### config.mk
export PLATFORM = sky130hd
export DESIGN_NAME = at_ipd_stream_deframer_flat
export DESIGN_NICKNAME = d
export VERILOG_FILES = /design/src/rtl/core/aisd_pkg.sv /design/src/rtl/core/aisd_if.sv /design/src/rtl/core/aisd_parser.sv /design/src/rtl/core/aisd_window.sv /design/src/rtl/core/at_ipd_stream_deframer.sv /design/src/flat_wrapper.sv
export SDC_FILE = /design/constraint.sdc
export NUM_CORES = 1
export LEC_CHECK = 0
export BUFFER_PORTS_ARGS = -buffer_cell sky130_fd_sc_hd__buf_2
export CAP_MARGIN = 30
export CORE_UTILIZATION = 33
export DETAILED_ROUTE_END_ITERATION = 10
export GPL_TIMING_DRIVEN = 1
export MAX_ROUTING_LAYER = met4
export PLACE_DENSITY = 0.55
export SLEW_MARGIN = 0
export SYNTH_ARGS = -nofsm -noshare
export SYNTH_HDL_FRONTEND = slang
export SYNTH_SLANG_ARGS = --single-unit
### constraint.sdc
create_clock -name clk -period 3.55 [get_ports clk]
set_input_delay 0.71 -clock clk [delete_from_list [all_inputs] [get_ports clk]]
set_output_delay 0.71 -clock clk [all_outputs]
set_load 0.005 [all_outputs]
### src/rtl/core/aisd_pkg.sv
`timescale 1ns / 1ps
// aisd_pkg: shared types and constants for the +IPD stream deframer
// no dependencies

package aisd_pkg;

  // result kinds
  localparam logic [1:0] KIND_FRAMING = 2'd0;
  localparam logic [1:0] KIND_TEXT    = 2'd1;
  localparam logic [1:0] KIND_PAYLOAD = 2'd2;

  // input word action codes
  localparam logic ACT_BYTE  = 1'b0;
  localparam logic ACT_CLEAR = 1'b1;

  localparam int          WIN_DEPTH = 17;
  localparam logic [19:0] MAX_LEN   = 20'd65535;

  localparam logic [7:0] CH_PLUS  = 8'h2B;
  localparam logic [7:0] CH_COMMA = 8'h2C;
  localparam logic [7:0] CH_COLON = 8'h3A;
  localparam logic [7:0] CH_ZERO  = 8'h30;
  localparam logic [7:0] CH_NINE  = 8'h39;

  // frame prefix, first char in the top byte
  localparam logic [39:0] HDR_TEXT = "+IPD,";

  // disconnect strings, first char in the top byte
  localparam int           DISC_A_LEN = 15;
  localparam int           DISC_B_LEN = 6;
  localparam int           DISC_C_LEN = 17;
  localparam logic [119:0] DISC_A     = "WIFI DISCONNECT";
  localparam logic [47:0]  DISC_B     = "CLOSED";
  localparam logic [135:0] DISC_C     = "link is not valid";

  typedef struct packed {
    logic       action;
    logic [7:0] in_byte;
  } item_t;

  typedef struct packed {
    logic [1:0] kind;
    logic [7:0] out_byte;
    logic       payload_last;
    logic       link_closed;
    logic       length_error;
  } result_t;

  // per-word control from the top level to the state holders
  typedef struct packed {
    logic       step;
    logic       clear;
    logic [7:0] data;
  } step_t;

  // parser result for the word being processed
  typedef struct packed {
    logic [1:0] kind;
    logic [7:0] out_byte;
    logic       payload_last;
    logic       rec_en;
    logic       length_error;
  } prs_out_t;

endpackage

### src/rtl/core/aisd_if.sv
`timescale 1ns / 1ps
// aisd_if: valid/ready stream interfaces for the deframer input and output words
// no dependencies

interface aisd_in_if;
  logic       valid;
  logic       ready;
  logic       action;
  logic [7:0] in_byte;

  modport source (output valid, output action, output in_byte, input ready);
  modport sink   (input valid, input action, input in_byte, output ready);
endinterface

interface aisd_out_if;
  logic       valid;
  logic       ready;
  logic [1:0] kind;
  logic [7:0] out_byte;
  logic       payload_last;
  logic       link_closed;
  logic       length_error;

  modport source (output valid, output kind, output out_byte, output payload_last,
                  output link_closed, output length_error, input ready);
  modport sink   (input valid, input kind, input out_byte, input payload_last,
                  input link_closed, input length_error, output ready);
endinterface

### src/rtl/core/aisd_parser.sv
`timescale 1ns / 1ps
// aisd_parser: prefix hunt, length read, header skip and payload count
// depends on aisd_pkg

module aisd_parser (
  input  logic              clk,
  input  logic              rst,
  input  aisd_pkg::step_t   ctl,
  output aisd_pkg::prs_out_t res
);

  typedef enum logic [1:0] {
    PH_HUNT    = 2'd0,
    PH_LEN     = 2'd1,
    PH_SKIP    = 2'd2,
    PH_PAYLOAD = 2'd3
  } phase_t;

  phase_t      phase, phase_next;
  logic [2:0]  prefix_matched, prefix_matched_next;
  logic [15:0] bytes_left, bytes_left_next;
  logic        error_flag, error_flag_next;

  logic [2:0]  pos;
  logic [7:0]  hdr_char;
  logic [19:0] len_val;
  logic        is_digit;

  always_comb begin
    pos = (prefix_matched > 3'd4) ? 3'd0 : prefix_matched;
    case (pos)
      3'd0:    hdr_char = aisd_pkg::HDR_TEXT[39:32];
      3'd1:    hdr_char = aisd_pkg::HDR_TEXT[31:24];
      3'd2:    hdr_char = aisd_pkg::HDR_TEXT[23:16];
      3'd3:    hdr_char = aisd_pkg::HDR_TEXT[15:8];
      default: hdr_char = aisd_pkg::HDR_TEXT[7:0];
    endcase
    is_digit = (ctl.data >= aisd_pkg::CH_ZERO) && (ctl.data <= aisd_pkg::CH_NINE);
    // len * 10 + digit as shift-add
    len_val = {1'b0, bytes_left, 3'b000} + {3'b000, bytes_left, 1'b0}
            + {16'd0, 4'(ctl.data - aisd_pkg::CH_ZERO)};
  end

  always_comb begin
    phase_next          = phase;
    prefix_matched_next = prefix_matched;
    bytes_left_next     = bytes_left;
    error_flag_next     = error_flag;
    res                 = '0;

    if (ctl.clear) begin
      phase_next          = PH_HUNT;
      prefix_matched_next = 3'd0;
      bytes_left_next     = 16'd0;
      error_flag_next     = 1'b0;
    end else begin
      case (phase)
        PH_PAYLOAD: begin
          res.kind     = aisd_pkg::KIND_PAYLOAD;
          res.out_byte = ctl.data;
          if (bytes_left <= 16'd1) begin
            res.payload_last    = 1'b1;
            bytes_left_next     = 16'd0;
            phase_next          = PH_HUNT;
            prefix_matched_next = 3'd0;
          end else begin
            bytes_left_next = bytes_left - 16'd1;
          end
        end
        PH_HUNT: begin
          if (ctl.data == hdr_char) begin
            if (pos == 3'd4) begin
              phase_next          = PH_LEN;
              bytes_left_next     = 16'd0;
              prefix_matched_next = 3'd0;
            end else begin
              prefix_matched_next = pos + 3'd1;
            end
          end else begin
            res.rec_en = 1'b1;
            if (ctl.data == aisd_pkg::CH_PLUS) begin
              prefix_matched_next = 3'd1;
            end else begin
              prefix_matched_next = 3'd0;
              res.kind            = aisd_pkg::KIND_TEXT;
              res.out_byte        = ctl.data;
            end
          end
        end
        PH_LEN: begin
          if (is_digit) begin
            if (len_val > aisd_pkg::MAX_LEN) begin
              error_flag_next     = 1'b1;
              bytes_left_next     = 16'd0;
              phase_next          = PH_HUNT;
              prefix_matched_next = 3'd0;
            end else begin
              bytes_left_next = len_val[15:0];
            end
          end else if (ctl.data == aisd_pkg::CH_COLON) begin
            phase_next          = (bytes_left == 16'd0) ? PH_HUNT : PH_PAYLOAD;
            prefix_matched_next = 3'd0;
          end else if (ctl.data == aisd_pkg::CH_COMMA) begin
            phase_next = PH_SKIP;
          end else begin
            phase_next          = PH_HUNT;
            prefix_matched_next = 3'd0;
          end
        end
        default: begin
          if (ctl.data == aisd_pkg::CH_COLON) begin
            phase_next          = (bytes_left == 16'd0) ? PH_HUNT : PH_PAYLOAD;
            prefix_matched_next = 3'd0;
          end
        end
      endcase
    end
    res.length_error = error_flag_next;
  end

  always_ff @(posedge clk) begin
    if (rst) begin
      phase          <= PH_HUNT;
      prefix_matched <= 3'd0;
      bytes_left     <= 16'd0;
      error_flag     <= 1'b0;
    end else if (ctl.step) begin
      phase          <= phase_next;
      prefix_matched <= prefix_matched_next;
      bytes_left     <= bytes_left_next;
      error_flag     <= error_flag_next;
    end
  end

endmodule

### src/rtl/core/aisd_window.sv
`timescale 1ns / 1ps
// aisd_window: 17-byte text window and disconnect string match
// depends on aisd_pkg

module aisd_window (
  input  logic            clk,
  input  logic            rst,
  input  aisd_pkg::step_t ctl,
  input  logic            rec_en,
  output logic            closed_next
);

  // entry WIN_DEPTH-1 is the newest byte
  logic [aisd_pkg::WIN_DEPTH-1:0][7:0] win, win_next;
  logic closed_flag;
  logic [aisd_pkg::WIN_DEPTH-1:0][7:0] shifted;
  logic match_a, match_b, match_c;

  always_comb begin
    shifted[aisd_pkg::WIN_DEPTH-2:0] = win[aisd_pkg::WIN_DEPTH-1:1];
    shifted[aisd_pkg::WIN_DEPTH-1]   = ctl.data;

    match_a = 1'b1;
    for (int i = 0; i < aisd_pkg::DISC_A_LEN; i++) begin
      if (shifted[aisd_pkg::WIN_DEPTH - aisd_pkg::DISC_A_LEN + i]
          != aisd_pkg::DISC_A[8*(aisd_pkg::DISC_A_LEN-1-i) +: 8])
        match_a = 1'b0;
    end
    match_b = 1'b1;
    for (int i = 0; i < aisd_pkg::DISC_B_LEN; i++) begin
      if (shifted[aisd_pkg::WIN_DEPTH - aisd_pkg::DISC_B_LEN + i]
          != aisd_pkg::DISC_B[8*(aisd_pkg::DISC_B_LEN-1-i) +: 8])
        match_b = 1'b0;
    end
    match_c = 1'b1;
    for (int i = 0; i < aisd_pkg::DISC_C_LEN; i++) begin
      if (shifted[aisd_pkg::WIN_DEPTH - aisd_pkg::DISC_C_LEN + i]
          != aisd_pkg::DISC_C[8*(aisd_pkg::DISC_C_LEN-1-i) +: 8])
        match_c = 1'b0;
    end

    if (ctl.clear) begin
      win_next    = '0;
      closed_next = 1'b0;
    end else if (rec_en) begin
      win_next    = shifted;
      closed_next = closed_flag | match_a | match_b | match_c;
    end else begin
      win_next    = win;
      closed_next = closed_flag;
    end
  end

  always_ff @(posedge clk) begin
    if (rst) begin
      win         <= '0;
      closed_flag <= 1'b0;
    end else if (ctl.step) begin
      win         <= win_next;
      closed_flag <= closed_next;
    end
  end

endmodule

### src/rtl/core/at_ipd_stream_deframer.sv
`timescale 1ns / 1ps
// at_ipd_stream_deframer: top level of the +IPD modem stream deframer
// depends on aisd_pkg, aisd_if, aisd_parser, aisd_window
//
// usage
//   rx carries one word per received modem byte (action = 0) or a clear
//   request (action = 1); tx returns exactly one result word per rx word:
//   kind (framing / AT text / payload), the byte, a last-payload mark and
//   the sticky link-closed and length-error flags after that word
//   a word taken from rx sits in the input register, is parsed
//   combinationally and then held in the result register that drives tx;
//   throughput is one word per cycle while tx is not stalled, set by the
//   single parse step between the input register and the result register
//   when tx stalls the result register holds its word, the input register
//   still takes one more rx word, then rx.ready drops until tx drains
//   reset clears both valid bits, the parser (back to hunting, length 0),
//   the text window and both sticky flags; a clear word does the same to
//   the parser, window and flags and still returns a framing result

module at_ipd_stream_deframer (
  input  logic           clk,
  input  logic           rst,
  aisd_in_if.sink        rx,
  aisd_out_if.source     tx
);

  // input register stage
  logic            s1_valid;
  aisd_pkg::item_t s1_item;

  // result register stage
  logic              res_valid;
  aisd_pkg::result_t res;

  logic               advance;
  aisd_pkg::step_t    ctl;
  aisd_pkg::prs_out_t prs;
  logic               closed_next;

  // a parsed word moves into the result register when that slot is free
  assign advance  = s1_valid && (!res_valid || tx.ready);
  assign rx.ready = !s1_valid || advance;

  assign ctl.step  = advance;
  assign ctl.clear = (s1_item.action == aisd_pkg::ACT_CLEAR);
  assign ctl.data  = s1_item.in_byte;

  aisd_parser u_parser (
    .clk (clk),
    .rst (rst),
    .ctl (ctl),
    .res (prs)
  );

  aisd_window u_window (
    .clk         (clk),
    .rst         (rst),
    .ctl         (ctl),
    .rec_en      (prs.rec_en),
    .closed_next (closed_next)
  );

  always_ff @(posedge clk) begin
    if (rst) begin
      s1_valid  <= 1'b0;
      res_valid <= 1'b0;
    end else begin
      if (rx.ready) begin
        s1_valid <= rx.valid;
      end
      if (advance) begin
        res_valid <= 1'b1;
      end else if (tx.ready) begin
        res_valid <= 1'b0;
      end
    end
  end

  // payload registers, no reset needed
  always_ff @(posedge clk) begin
    if (rx.ready && rx.valid) begin
      s1_item.action  <= rx.action;
      s1_item.in_byte <= rx.in_byte;
    end
    if (advance) begin
      res.kind         <= prs.kind;
      res.out_byte     <= prs.out_byte;
      res.payload_last <= prs.payload_last;
      res.link_closed  <= closed_next;
      res.length_error <= prs.length_error;
    end
  end

  assign tx.valid        = res_valid;
  assign tx.kind         = res.kind;
  assign tx.out_byte     = res.out_byte;
  assign tx.payload_last = res.payload_last;
  assign tx.link_closed  = res.link_closed;
  assign tx.length_error = res.length_error;

endmodule

### src/flat_wrapper.sv
// flat-port wrapper written by rule: the top's interface ports become plain ports
module at_ipd_stream_deframer_flat 
  (clk, rst, rx_valid, rx_action, rx_in_byte, rx_ready, tx_valid, tx_kind, tx_out_byte, tx_payload_last, tx_link_closed, tx_length_error, tx_ready);
  aisd_in_if rx_i ();
  aisd_out_if tx_i ();
  input  logic clk;
  input  logic rst;
  input wire logic [$bits(rx_i.valid)-1:0] rx_valid;
  input wire logic [$bits(rx_i.action)-1:0] rx_action;
  input wire logic [$bits(rx_i.in_byte)-1:0] rx_in_byte;
  output wire logic [$bits(rx_i.ready)-1:0] rx_ready;
  output wire logic [$bits(tx_i.valid)-1:0] tx_valid;
  output wire logic [$bits(tx_i.kind)-1:0] tx_kind;
  output wire logic [$bits(tx_i.out_byte)-1:0] tx_out_byte;
  output wire logic [$bits(tx_i.payload_last)-1:0] tx_payload_last;
  output wire logic [$bits(tx_i.link_closed)-1:0] tx_link_closed;
  output wire logic [$bits(tx_i.length_error)-1:0] tx_length_error;
  input wire logic [$bits(tx_i.ready)-1:0] tx_ready;
  assign rx_i.valid = rx_valid;
  assign rx_i.action = rx_action;
  assign rx_i.in_byte = rx_in_byte;
  assign rx_ready = rx_i.ready;
  assign tx_valid = tx_i.valid;
  assign tx_kind = tx_i.kind;
  assign tx_out_byte = tx_i.out_byte;
  assign tx_payload_last = tx_i.payload_last;
  assign tx_link_closed = tx_i.link_closed;
  assign tx_length_error = tx_i.length_error;
  assign tx_i.ready = tx_ready;
  at_ipd_stream_deframer u_core (.clk(clk), .rst(rst), .rx(rx_i), .tx(tx_i));
endmodule
==> results of run 1 <==
==> power breakdown <==
group | switching (uW) | leakage, uW | internal (uW) | total, uW
logic | 181 | 0.00167 | 62.2 | 243
clock network | 855 | 0.000268 | 932 | 1790
registers | 16.6 | 0.00144 | 2020 | 2040
total | 1050 | 0.00339 | 3020 | 4070
==> path summary, 6_finish.rpt <==
path	startpoint	endpoint	slack, ns
setup / recovery	u_core.u_parser.bytes_left[2]	u_core.u_parser.bytes_left[14]	0.19
hold / removal	rx_in_byte[7]	u_core.ctl[7]	0.45
setup reg to reg	u_core.u_parser.bytes_left[2]	u_core.u_parser.bytes_left[14]	0.19
hold reg to reg	u_core.u_window.closed_flag	u_core.u_window.closed_flag	0.45
==> metal layers <==
layer | GRT usage [%] | vias up | share of wire, %
met4 | 5.053 | 0 | 1.5
met3 | 2.572 | 29 | 3.2
met1 | 24.16 | 3751 | 49
li1 | - | 3858 | -
met2 | 26.45 | 149 | 46
met5 | - | - | 0
==> area by class of cell <==
type                       instances  share of cell area, %
timing repair buffer              55                  4.156
inverter                          27                  1.024
multi-input combinational        801                  48.13
tap                              372                  4.587
sequential                       175                  36.70
clock buffer                      19                  4.366
clock inverter                    13                  1.036
==> per-stage QoR <==
step / utilization [%] / setup slack [ns] / hold slack [ns]
floorplan: - / 0.1061 / 0.4268
global placement: 35.09 / 0.1709 / 0.4386
detailed placement: 35.19 / 0.05744 / 0.4446
CTS: 37.21 / 0.05365 / 0.4343
global route: 37.33 / -0.01434 / 0.4274
finish: 37.33 / 0.1911 / 0.4488
==> cell families (layout without fill, tap and decap cells) <==
kind of cell,Yosys count,in the layout
and+or+nand+nor,495,495
AOI/OAI and AO/OA,245,245
DFF,175,175
buffers and inverters,93,114
adders and majority gates,46,46
xor gates and xnor gates,15,15
==> state kept, by name, indices dropped and copies added, names as in the netlist, 2 cells and up <==
signal                          flops
u_core.tx.out_byte                  8
u_core.u_parser.bytes_left         16
u_core.tx.kind                      2
u_core.ctl                          9
u_core.u_parser.phase               2
u_core.u_window.shifted           128
u_core.u_parser.prefix_matched      3
==> cells in the final DEF (no fill, tap or decap), types with 7 or more instances in the layout <==
master and instances:
nand2b_1 10, nand4_1 14, a21oi_1 103, nand3_1 142
dfxtp_1 153, a21oi_2 60, buf_2 26, inv_1 26
ha_1 44, nor3_1 19, nor2_1 55, nand2_1 149
nor2b_1 7, nand2_2 10, nor4_1 16, o21ai_0 32
nand4b_1 8, buf_4 23, clkbuf_16 17, xnor2_1 10
or3_1 7, edfxtp_1 22, nor4b_1 10, nor4bb_1 10
==> repair_timing <==
action,in CTS,in global routing
resized for setup,0,6
setup buffers,0,2
hold buffers,0,0
endpoints found under the setup margin,0,22
==> impl_results.md, run 1 <==
* Drt pass-1 iters at 5
* Avg WL per Cell at 16.23 um
* Initial core utilization at between 30% and 40%
* Vias in the first global route at 7293
* Slew Limit Fails at 0
* Clock buffer depth at 2
* Final #Nets at approximately 1100
* Fraction of registers with async set/reset at 0%
* Worst-path cell chain: inv_1 -> fa_1 -> inv_1 -> ha_1 -> nor2b_1 -> o31ai_1 -> a22o_1 -> buf_4 -> o2bb2ai_1 -> or3_1 -> nor4_2 -> nand3_2 -> buf_4 -> o221ai_1
* CTS tree: done
* Mean post-synth cell area at 8.612 sq um
* Setup_tns at 0 ns
* Crit path required time at about 3.9 ns
* Detailed-route wire length at 23730 um
* Setup crit end kind: flip-flop
* Adder-Cell Fraction of Synth Area at approximately 6.4%
* Max FO, Critical Path at 5
* Count leader, synth: dfxtp_1
* Die Y at about 170 um
* Max incr delay on CP at 0.40 ns
* Distinct cell type count of the synthesized netlist at 70
* Final min period at around 3.4 ns
* Via density at ~5.3
* Clock transition at path regs at roughly 0.080 ns
* Post-route DRC at 0
* PortBufs at 27
* Slew @ Worst Pin at roughly 1 ns
* Tightest Hold Check Type: in2reg
* Fraction of the mapped netlist area in simple logic gates at 27.55%
* Fmax at 0.2977 GHz
* Synthesis-to-layout area growth at 10.21%
* FILL cells at approximately 2800
* Cells after DPL at ~1400
* Post-synth top area cell: dfxtp_1
* Pin count of the biggest net entering global routing at approximately 80
* Hold Fails Final Rpt at 0
* Bufs and invs on worst path at 4
* Total gr overflow at 0
* Fin area at between 10000 and 15000 sq um
* Leakage Power at between 0.003 and 0.004 uW
* Largest family of logic cells by synthesized area: simple AND/OR/NAND/NOR gates
* Finished Layout Cells at approximately 1500
* Compound-cell area share of the yosys netlist at between 10% and 20%
* Seq cells post-synth at approximately 180
* Max-slew headroom at ~35%
* DP Area at between 9000 and 10000 sq um
* Synth Warn # at 0
* RSZ-0062 raised after global routing: yes
* Seq/Total Area, Yosys at between 40% and 50%
* GPL Wtd Cong at 0.8538
* Clock Sink Count at about 180
* R2R cell count at 14
* Multi-input gate area at roughly 5000 sq um
* Max_cap viols at 0
* Worst EP arrival at between 3 and 4 ns
* Number of flops mapped to enable cells by yosys at 22
* Post-synthesis mux area share at 0%
* Synthesized area at between 9000 and 10000 sq um
* CP delay by family, top: simple AND/OR/NAND/NOR gates
* Worst skew pair latency at between 0.4 and 0.5 ns
* Yosys top cell area share at 33.27%
* Drt initial violations at approximately 730
* First-pass GRT wire length at roughly 39000 um
* CTS HTree Levels at 4
* Total number of vias at approximately 7800
* Global-route usage over all layers at between 10% and 20%
* Antenna-violating nets left at 0
* Syn nets at approximately 1100
* Number of CTS-inserted buffers at 17
* WP depth at 14
* Diode count at 0
* Status: complete, no violations
* Rows at 60
* Max IR drop VDD at around 0.29 mV
* Die area at around 29000 sq um
* Synth Area in XOR/XNOR at under 10%
* Root buffer cell: clkbuf_16
* Skew final at ~0.015 ns
* Synth cell count leaders: dfxtp_1, nand2_1, nand3_1
* Total power at 4070 uW
* Mapped Cells at 1069
* Total power per unit cell area at approximately 400 nW/um^2
* Synth area leaders: dfxtp_1, nand3_1, edfxtp_1
* Die Wd at ~170 um
* Core Footprint at 27180 sq um
* CP Class: reg2reg
* I/O Pins at 28
* Main synth FF type: dfxtp_1
* Hold depth at 1
* Layout cells sized above 1 at between 15 and 20%
* Initial antenna violation count at 0
* Hpwl dp at about 16000 um
* Fin crit share at between 90% and 100%
* FF/Latch Area at between 3000 and 4000 sq um
* Slowest stage cell, crit path: dfxtp_1
* CP Launch Type: flip-flop
* # setup viols final at 0
No activity file was read; power rests on OpenSTA's default activity.
==> run 2: changes to the inputs <==
--- a/config.mk
+++ b/config.mk
@@ -5,10 +5,12 @@
 export SDC_FILE = /design/constraint.sdc
 export NUM_CORES = 1
 export LEC_CHECK = 0
+export ABC_AREA = 1
 export BUFFER_PORTS_ARGS = -buffer_cell sky130_fd_sc_hd__buf_2
 export CAP_MARGIN = 30
 export CORE_UTILIZATION = 33
 export DETAILED_ROUTE_END_ITERATION = 10
+export GPL_ROUTABILITY_DRIVEN = 0
 export GPL_TIMING_DRIVEN = 1
 export MAX_ROUTING_LAYER = met4
 export PLACE_DENSITY = 0.55
==> run 2 against run 1 <==
  * Total power is 11% higher
  * Cell count up 20%
  * Sequential power rose by 4%
  * Die area increased by 3.5%
  * Synthesized cell count is 27% higher
  * Via count increased by 14%
  * Global-route usage grew 1.3 points
  * Non-clock buffer count down 9
  * Flip-flop and latch count did not move
  * Utilization rose by 0.58 points
  * Hold slack got worse by 0.0037 ns
  * Combinational power is 67% higher
==> impl_results.md, run 2 <==
* Status: complete, no violations (unchanged)
* Fraction of registers with async set/reset at 0% (unchanged)
* Tightest Hold Check Type: in2reg (unchanged)
* Via density at 5.091 (was 5.326)
* Avg WL per Cell at 14.89 um (was 16.23 um)
* Cts hold-fix bufs at 0 (unchanged)
* Die area at 29570 sq um (was 28570 sq um)
* Core Footprint at 28090 sq um (was 27180 sq um)
* Initial core utilization at 33.94% (was 33.88%)
* Synth Area in XOR/XNOR at 1.470% (was 1.427%)
* Register-to-register setup slack at 0.33 ns (was 0.19 ns)
* Die Wd at 172.0 um (was 169.0 um)
* Mean post-synth cell area at 7.003 sq um (was 8.612 sq um)
* Post-CTS setup buffer count at 0 (unchanged)
* # setup viols final at 0 (unchanged)
* Clock buffer depth at 2 (unchanged)
* Leakage Power at 0.004266 uW (was 0.003387 uW)
* Initial antenna violation count at 0 (unchanged)
* Largest family of logic cells by synthesized area: simple AND/OR/NAND/NOR gates (unchanged)
* Crit path required time at 3.88 ns (was 3.89 ns)
* Compound-cell area share of the yosys netlist at 13.67% (was 17.38%)
* Multi-input gate area at 4979 sq um (was 4883 sq um)
* Synthesized area at 9532 sq um (was 9206 sq um)
* Mapped Cells at 1361 (was 1069)
* Clock Sink Count at 175 (unchanged)
* Drt initial violations at 796 (was 732)
* PortBufs at 27 (unchanged)
* Max-slew headroom at 49.24% (was 34.50%)
* Post-synthesis mux area share at 0% (unchanged)
* CTS HTree Levels at 4 (unchanged)
* Layout cells sized above 1 at 6.783% (was 15.78%)
* Hold-critical path endpoint: u_core.ctl[7] (unchanged)
* Vias in the first global route at 8295 (was 7293)
* Internal Power at 3235 uW (was 3017 uW)
* Distinct cell type count of the synthesized netlist at 33 (was 70)
* CTS resizes at 0 (unchanged)
* Setup WS pre-CTS at 0.4037 ns (was 0.05744 ns)
* Fin worst setup slack at 0.3300 ns (was 0.1911 ns)
* Worst skew pair latency at 0.44 ns (was 0.43 ns)
* Commonest non-fill, non-tap cell in the layout: nand2_1 (was dfxtp_1)
* Rows at 61 (was 60)
* Finished Layout Cells at 1749 (was 1462)
* Cells after DPL at 1717 (was 1428)
* Slew @ Worst Pin at 0.7615 ns (was 0.9824 ns)
* Hold Fails Final Rpt at 0 (unchanged)
* Origin of the critical flop-to-flop path: u_core.u_parser.bytes_left[0] (was u_core.u_parser.bytes_left[2])
* Power share of the sequential group at 47.1% (was 50.1%)
* Skew final at 0.01469 ns (was 0.01483 ns)
* R2R cell count at 17 (was 14)
* Synth Warn # at 0 (unchanged)
* Fmax at 0.3106 GHz (was 0.2977 GHz)
* Gate power share at 9.0% (was 6.0%)
* RSZ-0062 raised after global routing: no (was yes)
* WHS at 0.4451 ns (was 0.4488 ns)
* Syn nets at 1420 (was 1128)
* Pin count of the biggest net entering global routing at 98 (was 79)
* CP Class: reg2reg (unchanged)
* Commonest cells after routing, fill and taps aside: nand2_1, a21oi_1, dfxtp_1 (was dfxtp_1, nand2_1, nand3_1)
* Total number of vias at 8904 (was 7787)
* Drt pass-1 iters at 5 (unchanged)
* Total power per unit cell area at 422.4 nW/um^2 (was 401.1 nW/um^2)
* FILL cells at 3019 (was 2839)
* Synth area leaders: dfxtp_1, nand2_1, a21oi_1 (was dfxtp_1, nand3_1, edfxtp_1)
* Switching Fraction at 28.06% (was 25.88%)
* Max reg flops at 128 (unchanged)
* Clock transition at path regs at 0.08 ns (about the same)
* Yosys top cell area share at 32.13% (was 33.27%)
* Fin crit share at 90.70% (was 94.62%)
* FF/Latch Area at 3724 sq um (unchanged)
* Final min period at 3.220 ns (was 3.359 ns)
* Fraction of the mapped netlist area in simple logic gates at 30.85% (was 27.55%)
* Total gr overflow at 0 (unchanged)
* First-pass GRT wire length at 42940 um (was 39040 um)
* Adder-Cell Fraction of Synth Area at 6.196% (was 6.415%)
* Count leader, synth: nand2_1 (was dfxtp_1)
* Global-route usage over all layers at 18.78% (was 17.50%)
* CTS tree: done (unchanged)
* Final #Nets at 1417 (was 1136)
* Die Y at 172.0 um (was 169.0 um)
* Total power at 4497 uW (was 4070 uW)
* Synthesis-to-layout area growth at 11.71% (was 10.21%)
* Hpwl dp at 18080 um (was 15870 um)
* Post-route DRC at 0 (unchanged)
* Slew Limit Fails at 0 (unchanged)
* Setup crit end kind: flip-flop (unchanged)
* Diode count at 0 (unchanged)
* Net switching power at 1262 uW (was 1053 uW)
* Number of CTS-inserted buffers at 17 (unchanged)
* Main synth FF type: dfxtp_1 (unchanged)
* Root buffer cell: clkbuf_16 (unchanged)
* Max IR drop VDD at 0.3104 mV (was 0.2868 mV)
* Worst EP arrival at 3.55 ns (was 3.70 ns)
* Setup_tns at 0 ns (unchanged)
* Hold depth at 1 (unchanged)
* I/O Pins at 28 (unchanged)
* CP Launch Type: flip-flop (unchanged)
* Seq cells post-synth at 175 (unchanged)
* Detailed-route wire length at 26050 um (was 23730 um)
* Min-delay src: rx_in_byte[7] (unchanged)
* Post-synth top area cell: dfxtp_1 (unchanged)
* R2R Path End: u_core.u_parser.prefix_matched[0] (was u_core.u_parser.bytes_left[14])
* Max_cap viols at 0 (unchanged)
* Number of flops mapped to enable cells by yosys at 22 (unchanged)
* Synth cell count leaders: nand2_1, a21oi_1, dfxtp_1 (was dfxtp_1, nand2_1, nand3_1)
* Antenna-violating nets left at 0 (unchanged)
* Seq/Total Area, Yosys at 39.07% (was 40.45%)
* Clock share of power at 43.9% (about the same)
* Max FO, Critical Path at 6 (was 5)
[run 2: cell types whose count changed after synthesis, sizes merged, moves of 13 or more]
| cell | before | now |
|---|---|---|
| nand2 | 159 | 326 |
| a211oi | 4 | 38 |
| nor3 | 20 | 38 |
| clkbuf | 21 | 34 |
| nor2 | 55 | 118 |
| inv | 27 | 137 |
| nand4 | 15 | 36 |
[run 2: logic make-up (layout without fill, tap and decap cells)]
group | after synthesis | in the layout
buffers and inverters | 205 | 215
flip-flops | 175 | 175
XOR/XNOR | 16 | 16
AND/OR/NAND/NOR | 681 | 681
AO/OA/AOI/OAI | 238 | 238
adder cells (fa/ha/maj) | 46 | 46
[run 2: worst max path at each step]
stage	start	to	slack [ns]	cells after the start
2_1_floorplan	u_core.ctl[3]	u_core.u_parser.error_flag	0.85	17
3_3_place_gp	u_core.u_parser.bytes_left[0]	u_core.u_parser.prefix_matched[0]	0.46	17
3_5_place_dp	u_core.u_parser.bytes_left[0]	u_core.u_parser.error_flag	0.40	17
4_1_cts	u_core.u_parser.bytes_left[0]	u_core.u_parser.error_flag	0.38	17
5_1_grt	u_core.u_parser.bytes_left[0]	u_core.u_parser.error_flag	0.01	17
6_report	u_core.u_parser.bytes_left[0]	u_core.u_parser.prefix_matched[0]	0.33	17
[run 2: routing by layer]
layer	vias up	track usage, %	wire (um)	part of all wire (%)
met2	184	28.16	11700	45
met3	27	2.884	986	3.8
met1	4137	26.12	12980	50
met5	-	-	0	0
li1	4556	-	-	-
met4	0	5.002	383	1.5
[run 2: cell type report]
cell class / instances / share of cell area [%]
Tap cell: 378 / 4.442
Multi-Input combinational cell: 981 / 46.76
Clock buffer: 18 / 4.230
Clock inverter: 14 / 1.528
Timing Repair Buffer: 46 / 3.220
Inverter: 137 / 4.853
Sequential cell: 175 / 34.97
[run 2: through the flow]
stage               area [sq um]  utilization [%]
floorplan                   9532                -
global placement           10030            35.73
detailed placement         10030            35.73
CTS                        10650            37.91
global route               10650            37.91
finish                     10650            37.91
[run 2: power by group through the flow]
stage | combinational, uW | clock (uW) | sequential, uW
final | 405 | 1970 | 2120
after global routing | 458 | 2100 | 2130
after CTS | 407 | 2020 | 2120
after detailed placement | 404 | 0 | 2160
after global placement | 406 | 0 | 2160
after floorplan | 299 | 0 | 2150
[run 2: worst max-delay path, stage by stage (launching register included)]
cell and delay, ns:
dfxtp_1 0.40, inv_1 0.16, fa_1 0.55, fa_1 0.42
inv_1 0.09, nand2_1 0.08, nand2_1 0.10, nand3_1 0.07
nand2_1 0.10, nand2_1 0.08, nand3_1 0.08, nand2_1 0.05
nor2_1 0.22, nand3_1 0.24, nand3_1 0.25, nand2_1 0.07
nand2_1 0.06, nor2_1 0.05
